==> config.mk <==
export PLATFORM = sky130hd
export DESIGN_NAME = serial_bank_switch_mapper_flat
export DESIGN_NICKNAME = d
export VERILOG_FILES = /design/src/rtl/core/sbsm_pkg.sv /design/src/rtl/core/sbsm_req_if.sv /design/src/rtl/core/sbsm_rsp_if.sv /design/src/rtl/core/sbsm_regs.sv /design/src/rtl/core/sbsm_xlate.sv /design/src/rtl/core/serial_bank_switch_mapper.sv /design/src/flat_wrapper.sv
export SDC_FILE = /design/constraint.sdc
export NUM_CORES = 1
export LEC_CHECK = 0
export BUFFER_PORTS_ARGS = -buffer_cell sky130_fd_sc_hd__buf_2
export CORE_UTILIZATION = 63
export CTS_BUF_LIST = sky130_fd_sc_hd__clkbuf_8
export CTS_CLUSTER_DIAMETER = 80
export CTS_CLUSTER_SIZE = 24
export DETAILED_ROUTE_END_ITERATION = 16
export PLACE_DENSITY = 0.87
export SLEW_MARGIN = 15
export SYNTH_ARGS = -nofsm -noshare
export SYNTH_HDL_FRONTEND = slang
export SYNTH_SLANG_ARGS = --single-unit
==> constraint.sdc <==
create_clock -name clk_i -period 6.65 [get_ports clk_i]
set_input_delay 0.9975 -clock clk_i [delete_from_list [all_inputs] [get_ports clk_i]]
set_output_delay 0.9975 -clock clk_i [all_outputs]
set_load 0.01 [all_outputs]
==> src/rtl/core/sbsm_pkg.sv <==
// ----------------------------------------------------------------------------
// Serial bank switch mapper package
// Shared types and constants for the bank mapper core.
// ----------------------------------------------------------------------------
package sbsm_pkg;

  typedef enum logic [1:0] {
    OP_REG_WRITE = 2'd0,
    OP_PRG_READ  = 2'd1,
    OP_CHR_READ  = 2'd2
  } sbsm_op_e;

  localparam int unsigned BankW    = 5;
  localparam int unsigned CountW   = 6;
  localparam int unsigned AddrW    = 16;
  localparam int unsigned DataW    = 8;
  localparam int unsigned MappedW  = 19;
  localparam int unsigned MirrorW  = 2;

  localparam logic [CountW-1:0] PrgCountReset = 6'd16;
  localparam logic [BankW-1:0]  CtrlReset     = 5'h0c;
  localparam logic [BankW-1:0]  CtrlFixLast   = 5'b01100;

  typedef struct packed {
    logic [1:0]       op;
    logic [AddrW-1:0] addr;
    logic [DataW-1:0] data;
  } sbsm_item_t;

  typedef struct packed {
    logic [BankW-1:0]   prg_low;
    logic [BankW-1:0]   prg_high;
    logic [BankW-1:0]   chr_low;
    logic [BankW-1:0]   chr_high;
    logic [MirrorW-1:0] mirror;
  } sbsm_banks_t;

endpackage

==> src/rtl/core/sbsm_req_if.sv <==
// ----------------------------------------------------------------------------
// Serial bank switch mapper request channel
// Valid/ready channel that carries one bus access per transfer.
// ----------------------------------------------------------------------------
interface sbsm_req_if;
  logic        valid;
  logic        ready;
  logic [1:0]  op;
  logic [15:0] addr;
  logic [7:0]  data;

  modport source (output valid, output op, output addr, output data, input ready);
  modport sink   (input valid, input op, input addr, input data, output ready);
endinterface

==> src/rtl/core/sbsm_rsp_if.sv <==
// ----------------------------------------------------------------------------
// Serial bank switch mapper response channel
// Valid/ready channel that carries one translation result per transfer.
// ----------------------------------------------------------------------------
interface sbsm_rsp_if;
  logic        valid;
  logic        ready;
  logic        accepted;
  logic [18:0] mapped_addr;
  logic [1:0]  mirroring;

  modport source (output valid, output accepted, output mapped_addr, output mirroring,
                  input ready);
  modport sink   (input valid, input accepted, input mapped_addr, input mirroring,
                  output ready);
endinterface

==> src/rtl/core/sbsm_regs.sv <==
// ----------------------------------------------------------------------------
// Serial bank switch mapper registers
// Serial load register, mapper registers and the derived bank numbers.
// ----------------------------------------------------------------------------
module sbsm_regs
  import sbsm_pkg::*;
(
  input  logic              clk_i,
  input  logic              rst_ni,
  input  logic              cfg_we_i,
  input  logic [CountW-1:0] cfg_wdata_i,
  input  logic              step_i,
  input  sbsm_item_t        item_i,
  output sbsm_banks_t       banks_o
);

  logic [CountW-1:0]  count_q;
  logic [BankW-1:0]   shift_q, shift_d;
  logic [2:0]         wcnt_q, wcnt_d;
  logic [BankW-1:0]   ctrl_q, ctrl_d;
  logic [BankW-1:0]   chr0_q, chr0_d;
  logic [BankW-1:0]   chr1_q, chr1_d;
  logic [BankW-1:0]   prg_q, prg_d;
  logic [BankW-1:0]   prg_low_q, prg_low_d;
  logic [BankW-1:0]   prg_high_q, prg_high_d;
  logic [BankW-1:0]   chr_low_q, chr_low_d;
  logic [BankW-1:0]   chr_high_q, chr_high_d;
  logic [MirrorW-1:0] mirror_q, mirror_d;
  logic [BankW-1:0]   shift_new;
  logic [BankW-1:0]   last_bank;
  logic               wr_hit;
  logic               wr_reset;
  logic               wr_commit;

  assign wr_hit    = step_i && (item_i.op == OP_REG_WRITE) && item_i.addr[15];
  assign wr_reset  = wr_hit && item_i.data[7];
  assign wr_commit = wr_hit && !item_i.data[7] && (wcnt_q >= 3'd4);
  assign shift_new = {item_i.data[0], shift_q[BankW-1:1]};
  assign last_bank = BankW'(count_q - CountW'(1));

  always_comb begin
    shift_d    = shift_q;
    wcnt_d     = wcnt_q;
    ctrl_d     = ctrl_q;
    chr0_d     = chr0_q;
    chr1_d     = chr1_q;
    prg_d      = prg_q;
    mirror_d   = mirror_q;
    chr_low_d  = chr_low_q;
    chr_high_d = chr_high_q;
    prg_low_d  = prg_low_q;
    prg_high_d = prg_high_q;

    if (wr_reset) begin
      shift_d = '0;
      wcnt_d  = '0;
      ctrl_d  = ctrl_q | CtrlFixLast;
    end else if (wr_commit) begin
      case (item_i.addr[14:13])
        2'd0:    ctrl_d = shift_new;
        2'd1:    chr0_d = shift_new;
        2'd2:    chr1_d = shift_new;
        default: prg_d  = shift_new;
      endcase
      shift_d  = '0;
      wcnt_d   = '0;
      mirror_d = ctrl_d[1:0];
      if (!ctrl_d[4]) begin
        chr_low_d  = {chr0_d[BankW-1:1], 1'b0};
        chr_high_d = {chr0_d[BankW-1:1], 1'b1};
      end else begin
        chr_low_d  = chr0_d;
        chr_high_d = chr1_d;
      end
    end else if (wr_hit) begin
      shift_d = shift_new;
      wcnt_d  = wcnt_q + 3'd1;
    end

    if (wr_reset || wr_commit) begin
      case (ctrl_d[3:2])
        2'd0, 2'd1: begin
          prg_low_d  = {1'b0, prg_d[3:1], 1'b0};
          prg_high_d = {1'b0, prg_d[3:1], 1'b1};
        end
        2'd2: begin
          prg_low_d  = '0;
          prg_high_d = {1'b0, prg_d[3:0]};
        end
        default: begin
          prg_low_d  = {1'b0, prg_d[3:0]};
          prg_high_d = last_bank;
        end
      endcase
    end
  end

  always_ff @(posedge clk_i or negedge rst_ni) begin
    if (!rst_ni) begin
      count_q    <= PrgCountReset;
      shift_q    <= '0;
      wcnt_q     <= '0;
      ctrl_q     <= CtrlReset;
      chr0_q     <= '0;
      chr1_q     <= '0;
      prg_q      <= '0;
      prg_low_q  <= '0;
      prg_high_q <= BankW'(PrgCountReset - CountW'(1));
      chr_low_q  <= '0;
      chr_high_q <= '0;
      mirror_q   <= '0;
    end else begin
      if (cfg_we_i) begin
        count_q <= cfg_wdata_i;
      end
      shift_q    <= shift_d;
      wcnt_q     <= wcnt_d;
      ctrl_q     <= ctrl_d;
      chr0_q     <= chr0_d;
      chr1_q     <= chr1_d;
      prg_q      <= prg_d;
      prg_low_q  <= prg_low_d;
      prg_high_q <= prg_high_d;
      chr_low_q  <= chr_low_d;
      chr_high_q <= chr_high_d;
      mirror_q   <= mirror_d;
    end
  end

  assign banks_o = '{prg_low:  prg_low_q,
                     prg_high: prg_high_q,
                     chr_low:  chr_low_q,
                     chr_high: chr_high_q,
                     mirror:   mirror_d};

  // The serial load never holds more than four pending bits.
  assert property (@(posedge clk_i) disable iff (!rst_ni) wcnt_q <= 3'd4)
    else $error("serial write count overran");

  // A reset write restarts the serial load and selects fix-last program mode.
  assert property (@(posedge clk_i) disable iff (!rst_ni)
                   wr_reset |=> (wcnt_q == 3'd0) && (ctrl_q[3:2] == 2'b11))
    else $error("reset write did not take effect");

  // After a completed load the mirroring follows the control register.
  assert property (@(posedge clk_i) disable iff (!rst_ni)
                   wr_commit |=> (wcnt_q == 3'd0) && (mirror_q == ctrl_q[1:0]))
    else $error("completed load left stale state");

endmodule

==> src/rtl/core/sbsm_xlate.sv <==
// ----------------------------------------------------------------------------
// Serial bank switch mapper address translation
// Range check for register writes, and range check and bank substitution for
// program and pattern reads.
module sbsm_xlate
  import sbsm_pkg::*;
(
  input  sbsm_item_t         item_i,
  input  sbsm_banks_t        banks_i,
  output logic               accepted_o,
  output logic [MappedW-1:0] mapped_o
);

  always_comb begin
    accepted_o = 1'b0;
    mapped_o   = '0;
    unique case (item_i.op)
      OP_REG_WRITE: begin
        accepted_o = item_i.addr[15];
      end
      OP_PRG_READ: begin
        if (item_i.addr[15]) begin
          accepted_o = 1'b1;
          mapped_o   = item_i.addr[14] ? {banks_i.prg_high, item_i.addr[13:0]}
                                       : {banks_i.prg_low,  item_i.addr[13:0]};
        end
      end
      OP_CHR_READ: begin
        if (item_i.addr[15:13] == 3'd0) begin
          accepted_o = 1'b1;
          mapped_o   = item_i.addr[12] ? {2'b00, banks_i.chr_high, item_i.addr[11:0]}
                                       : {2'b00, banks_i.chr_low,  item_i.addr[11:0]};
        end
      end
      default: begin
        accepted_o = 1'b0;
        mapped_o   = '0;
      end
    endcase
  end

endmodule

==> src/rtl/core/serial_bank_switch_mapper.sv <==
// ----------------------------------------------------------------------------
// Serial bank switch mapper
// Serially loaded cartridge bank mapper with one result per bus access.
// ----------------------------------------------------------------------------
// Every request transfer produces exactly one response transfer. A request
// is captured in an input register, and when it can move on the register
// update and the address translation are done together into the response
// register, from which the response transfers. A new request can be taken
// every cycle as long as responses are taken as they come. While a finished
// response waits, the input register holds one more request and further
// requests stall until the response transfers. The program bank count is
// written through cfg_we_i and cfg_wdata_i; the user must write it only
// while no request is in flight, as the block itself does not enforce this.
// ----------------------------------------------------------------------------
module serial_bank_switch_mapper
  import sbsm_pkg::*;
(
  input  logic              clk_i,
  input  logic              rst_ni,
  input  logic              cfg_we_i,
  input  logic [CountW-1:0] cfg_wdata_i,
  sbsm_req_if.sink          req,
  sbsm_rsp_if.source        rsp
);

  sbsm_item_t         item_q;
  logic               in_vld_q;
  logic               out_vld_q;
  logic               advance;
  logic               step;
  sbsm_banks_t        banks;
  logic               accepted;
  logic [MappedW-1:0] mapped;
  logic               acc_q;
  logic [MappedW-1:0] mapped_q;
  logic [MirrorW-1:0] mirror_q;

  assign advance   = !out_vld_q || rsp.ready;
  assign req.ready = !in_vld_q || advance;
  assign step      = in_vld_q && advance;

  always_ff @(posedge clk_i or negedge rst_ni) begin
    if (!rst_ni) begin
      in_vld_q  <= 1'b0;
      out_vld_q <= 1'b0;
    end else begin
      if (req.ready) begin
        in_vld_q <= req.valid;
      end
      if (step) begin
        out_vld_q <= 1'b1;
      end else if (rsp.ready) begin
        out_vld_q <= 1'b0;
      end
    end
  end

  always_ff @(posedge clk_i) begin
    if (req.ready && req.valid) begin
      item_q <= '{op: req.op, addr: req.addr, data: req.data};
    end
    if (step) begin
      acc_q    <= accepted;
      mapped_q <= mapped;
      mirror_q <= banks.mirror;
    end
  end

  sbsm_regs u_regs (
    .clk_i       (clk_i),
    .rst_ni      (rst_ni),
    .cfg_we_i    (cfg_we_i),
    .cfg_wdata_i (cfg_wdata_i),
    .step_i      (step),
    .item_i      (item_q),
    .banks_o     (banks)
  );

  sbsm_xlate u_xlate (
    .item_i     (item_q),
    .banks_i    (banks),
    .accepted_o (accepted),
    .mapped_o   (mapped)
  );

  assign rsp.valid       = out_vld_q;
  assign rsp.accepted    = acc_q;
  assign rsp.mapped_addr = mapped_q;
  assign rsp.mirroring   = mirror_q;

  // A captured request that cannot move on stays in the input register.
  assert property (@(posedge clk_i) disable iff (!rst_ni)
                   (in_vld_q && !advance) |=> in_vld_q)
    else $error("stalled request was dropped");

  // Processing a request always leaves a response ready to transfer.
  assert property (@(posedge clk_i) disable iff (!rst_ni) step |=> out_vld_q)
    else $error("processed request produced no response");

  // Writes never carry a translated address.
  assert property (@(posedge clk_i) disable iff (!rst_ni)
                   (step && (item_q.op == OP_REG_WRITE)) |=> (mapped_q == '0))
    else $error("write produced a translated address");

endmodule
==> src/flat_wrapper.sv <==
// flat-port wrapper written by rule: the top's interface ports become plain ports
module serial_bank_switch_mapper_flat import sbsm_pkg::*;
  (clk_i, rst_ni, cfg_we_i, cfg_wdata_i, req_valid, req_op, req_addr, req_data, req_ready, rsp_valid, rsp_accepted, rsp_mapped_addr, rsp_mirroring, rsp_ready);
  sbsm_req_if req_i ();
  sbsm_rsp_if rsp_i ();
  input  logic clk_i;
  input  logic rst_ni;
  input  logic cfg_we_i;
  input  logic [CountW-1:0] cfg_wdata_i;
  input wire logic [$bits(req_i.valid)-1:0] req_valid;
  input wire logic [$bits(req_i.op)-1:0] req_op;
  input wire logic [$bits(req_i.addr)-1:0] req_addr;
  input wire logic [$bits(req_i.data)-1:0] req_data;
  output wire logic [$bits(req_i.ready)-1:0] req_ready;
  output wire logic [$bits(rsp_i.valid)-1:0] rsp_valid;
  output wire logic [$bits(rsp_i.accepted)-1:0] rsp_accepted;
  output wire logic [$bits(rsp_i.mapped_addr)-1:0] rsp_mapped_addr;
  output wire logic [$bits(rsp_i.mirroring)-1:0] rsp_mirroring;
  input wire logic [$bits(rsp_i.ready)-1:0] rsp_ready;
  assign req_i.valid = req_valid;
  assign req_i.op = req_op;
  assign req_i.addr = req_addr;
  assign req_i.data = req_data;
  assign req_ready = req_i.ready;
  assign rsp_valid = rsp_i.valid;
  assign rsp_accepted = rsp_i.accepted;
  assign rsp_mapped_addr = rsp_i.mapped_addr;
  assign rsp_mirroring = rsp_i.mirroring;
  assign rsp_i.ready = rsp_ready;
  serial_bank_switch_mapper u_core (.clk_i(clk_i), .rst_ni(rst_ni), .cfg_we_i(cfg_we_i), .cfg_wdata_i(cfg_wdata_i), .req(req_i), .rsp(rsp_i));
endmodule
==> key figures <==
Drt
  – Vias/cell: roughly 6
  – DRT antenna net count: 0
  – Iter 0 DRT Violations: between 150 and 200
  – Number of remaining DRC errors: 0
  – First-pass DRT Iterations: 5
  – Final WL: ~7.6 mm
  – Via Count: 2,695
  – DR WL/cell: between 15 and 20 µm

Final layout
  – Non-Filler Instances: 454
  – Area Overhead vs Synth: 11.9%
  – Layout net count: ~420
  – Layout cells sized above 1: 0.266
  – Ant diodes: 0

Synth
  – Ys flop type: dfrtp_1
  – Share of the synthesized area in the top cell type: 0.312
  – Library cells used by synthesis: between 40 and 50
  – Ys async rst share: 0.543
  – Mapped Area: between 4000 and 5000 µm²
  – Synth area leader: edfxtp_1
  – Synth Warn #: 0
  – Syn_area_per_cell: 12.3 µm²
  – Post-synth EDFFs: 42
  – Sequential share of the synthesized area: 0.623
  – Seq cells post-synth: 92
  – Synth Instances: ~330
  – Synth area leaders: edfxtp_1, dfrtp_1, mux2_2
  – Syn_nets: about 370

Timing
  – Hold Worst Slack: between 400 and 500 ps
  – Setup TNS: 0 ps
  – Fmax: around 320 MHz
  – Rel. slew slack: 0.370
  – Fin. max-slew vios: 0
  – Final cycle utilization of the critical path: 0.468
  – Worst slew pin tran: about 940 ps
  – RSZ-0062 raised after global routing: false
  – Final setup violation count: 0
  – Minimum clock period: 3110 ps
  – Final Skew: approximately 4.6 ps
  – Final Hold Fails: 0

Clock network
  – Worst-path clk slew: 90 ps
  – H-Tree Level Count: 3
  – Number of gates resized after cts: 0
  – CTS Buffer Depth: 2
  – Clock tree from TritonCTS: yes
  – Root buf cell: clkbuf_8
  – Post-CTS Setup Inserts: 0
  – Post-CTS Hold Buffers: 0
  – Worst skew pair latency: 350 ps
  – Cts bufs inserted: 9
  – Clk sink count: between 90 and 100

Hold path
  – Hold_sp: u_core.u_regs.prg_high_q[3]
  – Hold WC Path Type: flip-flop to flip-flop

GRT
  – Global-route wire length before repair: between 10 and 15 mm
  – All-Layer GR Usage: 0.257
  – GR met2 Demand/Resource: 0.431
  – Number of global-route vias before repair: 2,577
  – Pin count of the biggest net entering global routing: between 50 and 60
  – Global route overflow: 0
  – GR peak layer: met2
  – Antenna violations before repair: 0
  – Met1 Track Usage GR: 0.322
  – Grt met3 use: 0.0495

Floorplan
  – IO Count: between 60 and 70
  – Die H: 82.1 µm
  – Core outline area: 6060 µm²
  – Starting density of the core: 0.667
  – Die W: 82.1 µm
  – Die Area: slightly below 7000 µm²
  – Cell row count: 28

Critical path
  – Worst R2R End: u_core.u_regs.chr1_q[0]
  – WP data arrival: ~2100 ps
  – Setup CP Type: input pin to output pin
  – Crit-path most repeated cell: buf_2
  – Slowest-stage cell, CP: nor2b_1
  – Max incr delay on CP: around 630 ps
  – Worst-path cell chain: buf_2 -> nor2b_1 -> nand2_1 -> buf_2
  – Worst setup SP type: input pin
  – Critical Path Source: rsp_ready
  – Maximum fanout count along the critical path: 8
  – CP Capture Point: req_ready
  – R2R cell count: 7
  – R2r startpoint: u_core.item_q[24]
  – CP required: between 5000 and 6000 ps
  – Flop2flop setup slack: roughly 4000 ps
  – Crit. End Element: output pin

Pwr
  – Static Leak: between 1.5 and 2 nW
  – Clock power share: 0.320
  – Max VDD drop: 188 µV
  – Internal: approximately 0.85 mW
  – Switching share of power: 0.256
  – Flop pwr share: 0.590
  – Switching pwr: 0.294 mW
  – Power Density: 254 nW/µm²
  – Logic pwr share: 0.090

Run
  – Max Cap Viol: 0

Place
  – RD Place Congestion: about 0.9
  – DP Cell Count: roughly 440
  – # port buffers: 53
  – HPWL after DPL: 5.31 mm

Outcome
  – Outcome: completed
-- flip-flops by register name (all words and copies together), names as in the netlist, 2 cells and up --
name / flops
u_core.u_regs.mirror_q: 2
u_core.u_regs.chr_high_q: 5
u_core.u_regs.ctrl_q: 5
u_core.u_regs.count_q: 5
u_core.item_q: 20
u_core.u_regs.chr0_q: 5
u_core.u_regs.chr1_q: 5
u_core.u_regs.prg_high_q: 5
u_core.rsp.mapped_addr: 19
u_core.u_regs.prg_q: 4
u_core.u_regs.wcnt_q: 3
u_core.u_regs.shift_q: 4
u_core.rsp.mirroring: 2
u_core.u_regs.prg_low_q: 4
-- cell usage in the layout (no fill, tap or decap), drive strengths merged, types with 4 or more instances in the layout --
| cell | instances |
|---|---|
| mux2 | 20 |
| nand2b | 5 |
| inv | 13 |
| ha | 6 |
| nand3 | 7 |
| nor3 | 11 |
| buf | 53 |
| edfxtp | 42 |
| dfstp | 7 |
| o221ai | 4 |
| o21ai | 18 |
| a21oi | 4 |
| mux2i | 18 |
| nor2b | 13 |
| clkbuf | 9 |
| o22ai | 7 |
| nand2 | 41 |
| dfrtp | 43 |
| nor2 | 16 |
| o31ai | 6 |
-- synth_stat cells (all sizes together) (3+ instances only) --
cell type and n:
o31ai 6, nand3 7, buf 3, nor2b 13, nor3b 3, a21oi 4, edfxtp 42, nor3 11
ha 6, nor2 16, a22o 3, inv 10, o221ai 4, or2 3, dfrtp 43, dfstp 7
nand2b 5, mux2 20, o22ai 7, clkbuf 16, nand2 41, o21ai 18, mux2i 18
-- power groups by stage --
stage          clock [mW]  sequential [mW]  combinational [mW]
2_1_floorplan           0            0.669              0.0765
3_5_place_dp            0            0.689               0.103
3_3_place_gp            0            0.685              0.0973
6_report            0.368            0.677               0.103
4_1_cts             0.371            0.677               0.104
5_1_grt             0.394            0.683               0.117
-- area by class of cell --
type | count | area (µm²)
clock buffer | 9 | 124
clock inverter | 7 | 66.3
fill | 384 | 1540
inverter | 11 | 41.3
multi-input combinational | 207 | 1410
sequential | 92 | 2520
tap | 75 | 93.8
timing repair buffer | 53 | 268
-- logic make-up after synthesis --
group / count (synthesis) / synth area share
simple gates: 110 / 0.139
flops: 92 / 0.623
compound gates: 50 / 0.0817
mux: 38 / 0.101
buf+inv: 30 / 0.0297
fa+ha+maj: 6 / 0.0186
xor+xnor: 3 / 0.00650
-- metal layers --
metal | share of wire | vias up
met2 | 0.51 | 101
met5 | 0 | -
met1 | 0.42 | 1313
li1 | - | 1265
met3 | 0.050 | 16
met4 | 0.020 | 0
-- worst min-delay path by stage --
| stage | endpoint | depth (start not counted) | slack [ps] |
|---|---|---|---|
| floorplan | u_core.u_regs.prg_high_q[4] | 2 | 440 |
| global placement | u_core.u_regs.prg_high_q[1] | 2 | 450 |
| detailed placement | u_core.u_regs.prg_high_q[1] | 2 | 470 |
| CTS | u_core.u_regs.prg_high_q[3] | 2 | 480 |
| global route | u_core.u_regs.prg_high_q[3] | 2 | 510 |
| finish | u_core.u_regs.prg_high_q[3] | 2 | 480 |
-- critical path, delay by kind of cell --
kind,cells,cell delay (ps)
simple gates,2,830
buf+inv,2,290
-- through the flow --
stage               power (mW)  utilization  area, µm²  worst slack (ps)
finish                    1.15        0.746       4520              3540
global route              1.19        0.746       4520              3500
CTS                       1.15        0.745       4520              3640
detailed placement       0.792        0.714       4330              3580
global placement         0.782        0.714       4330              3640
floorplan                0.746            -       4040              4080
No activity file was read; power rests on OpenSTA's default activity.
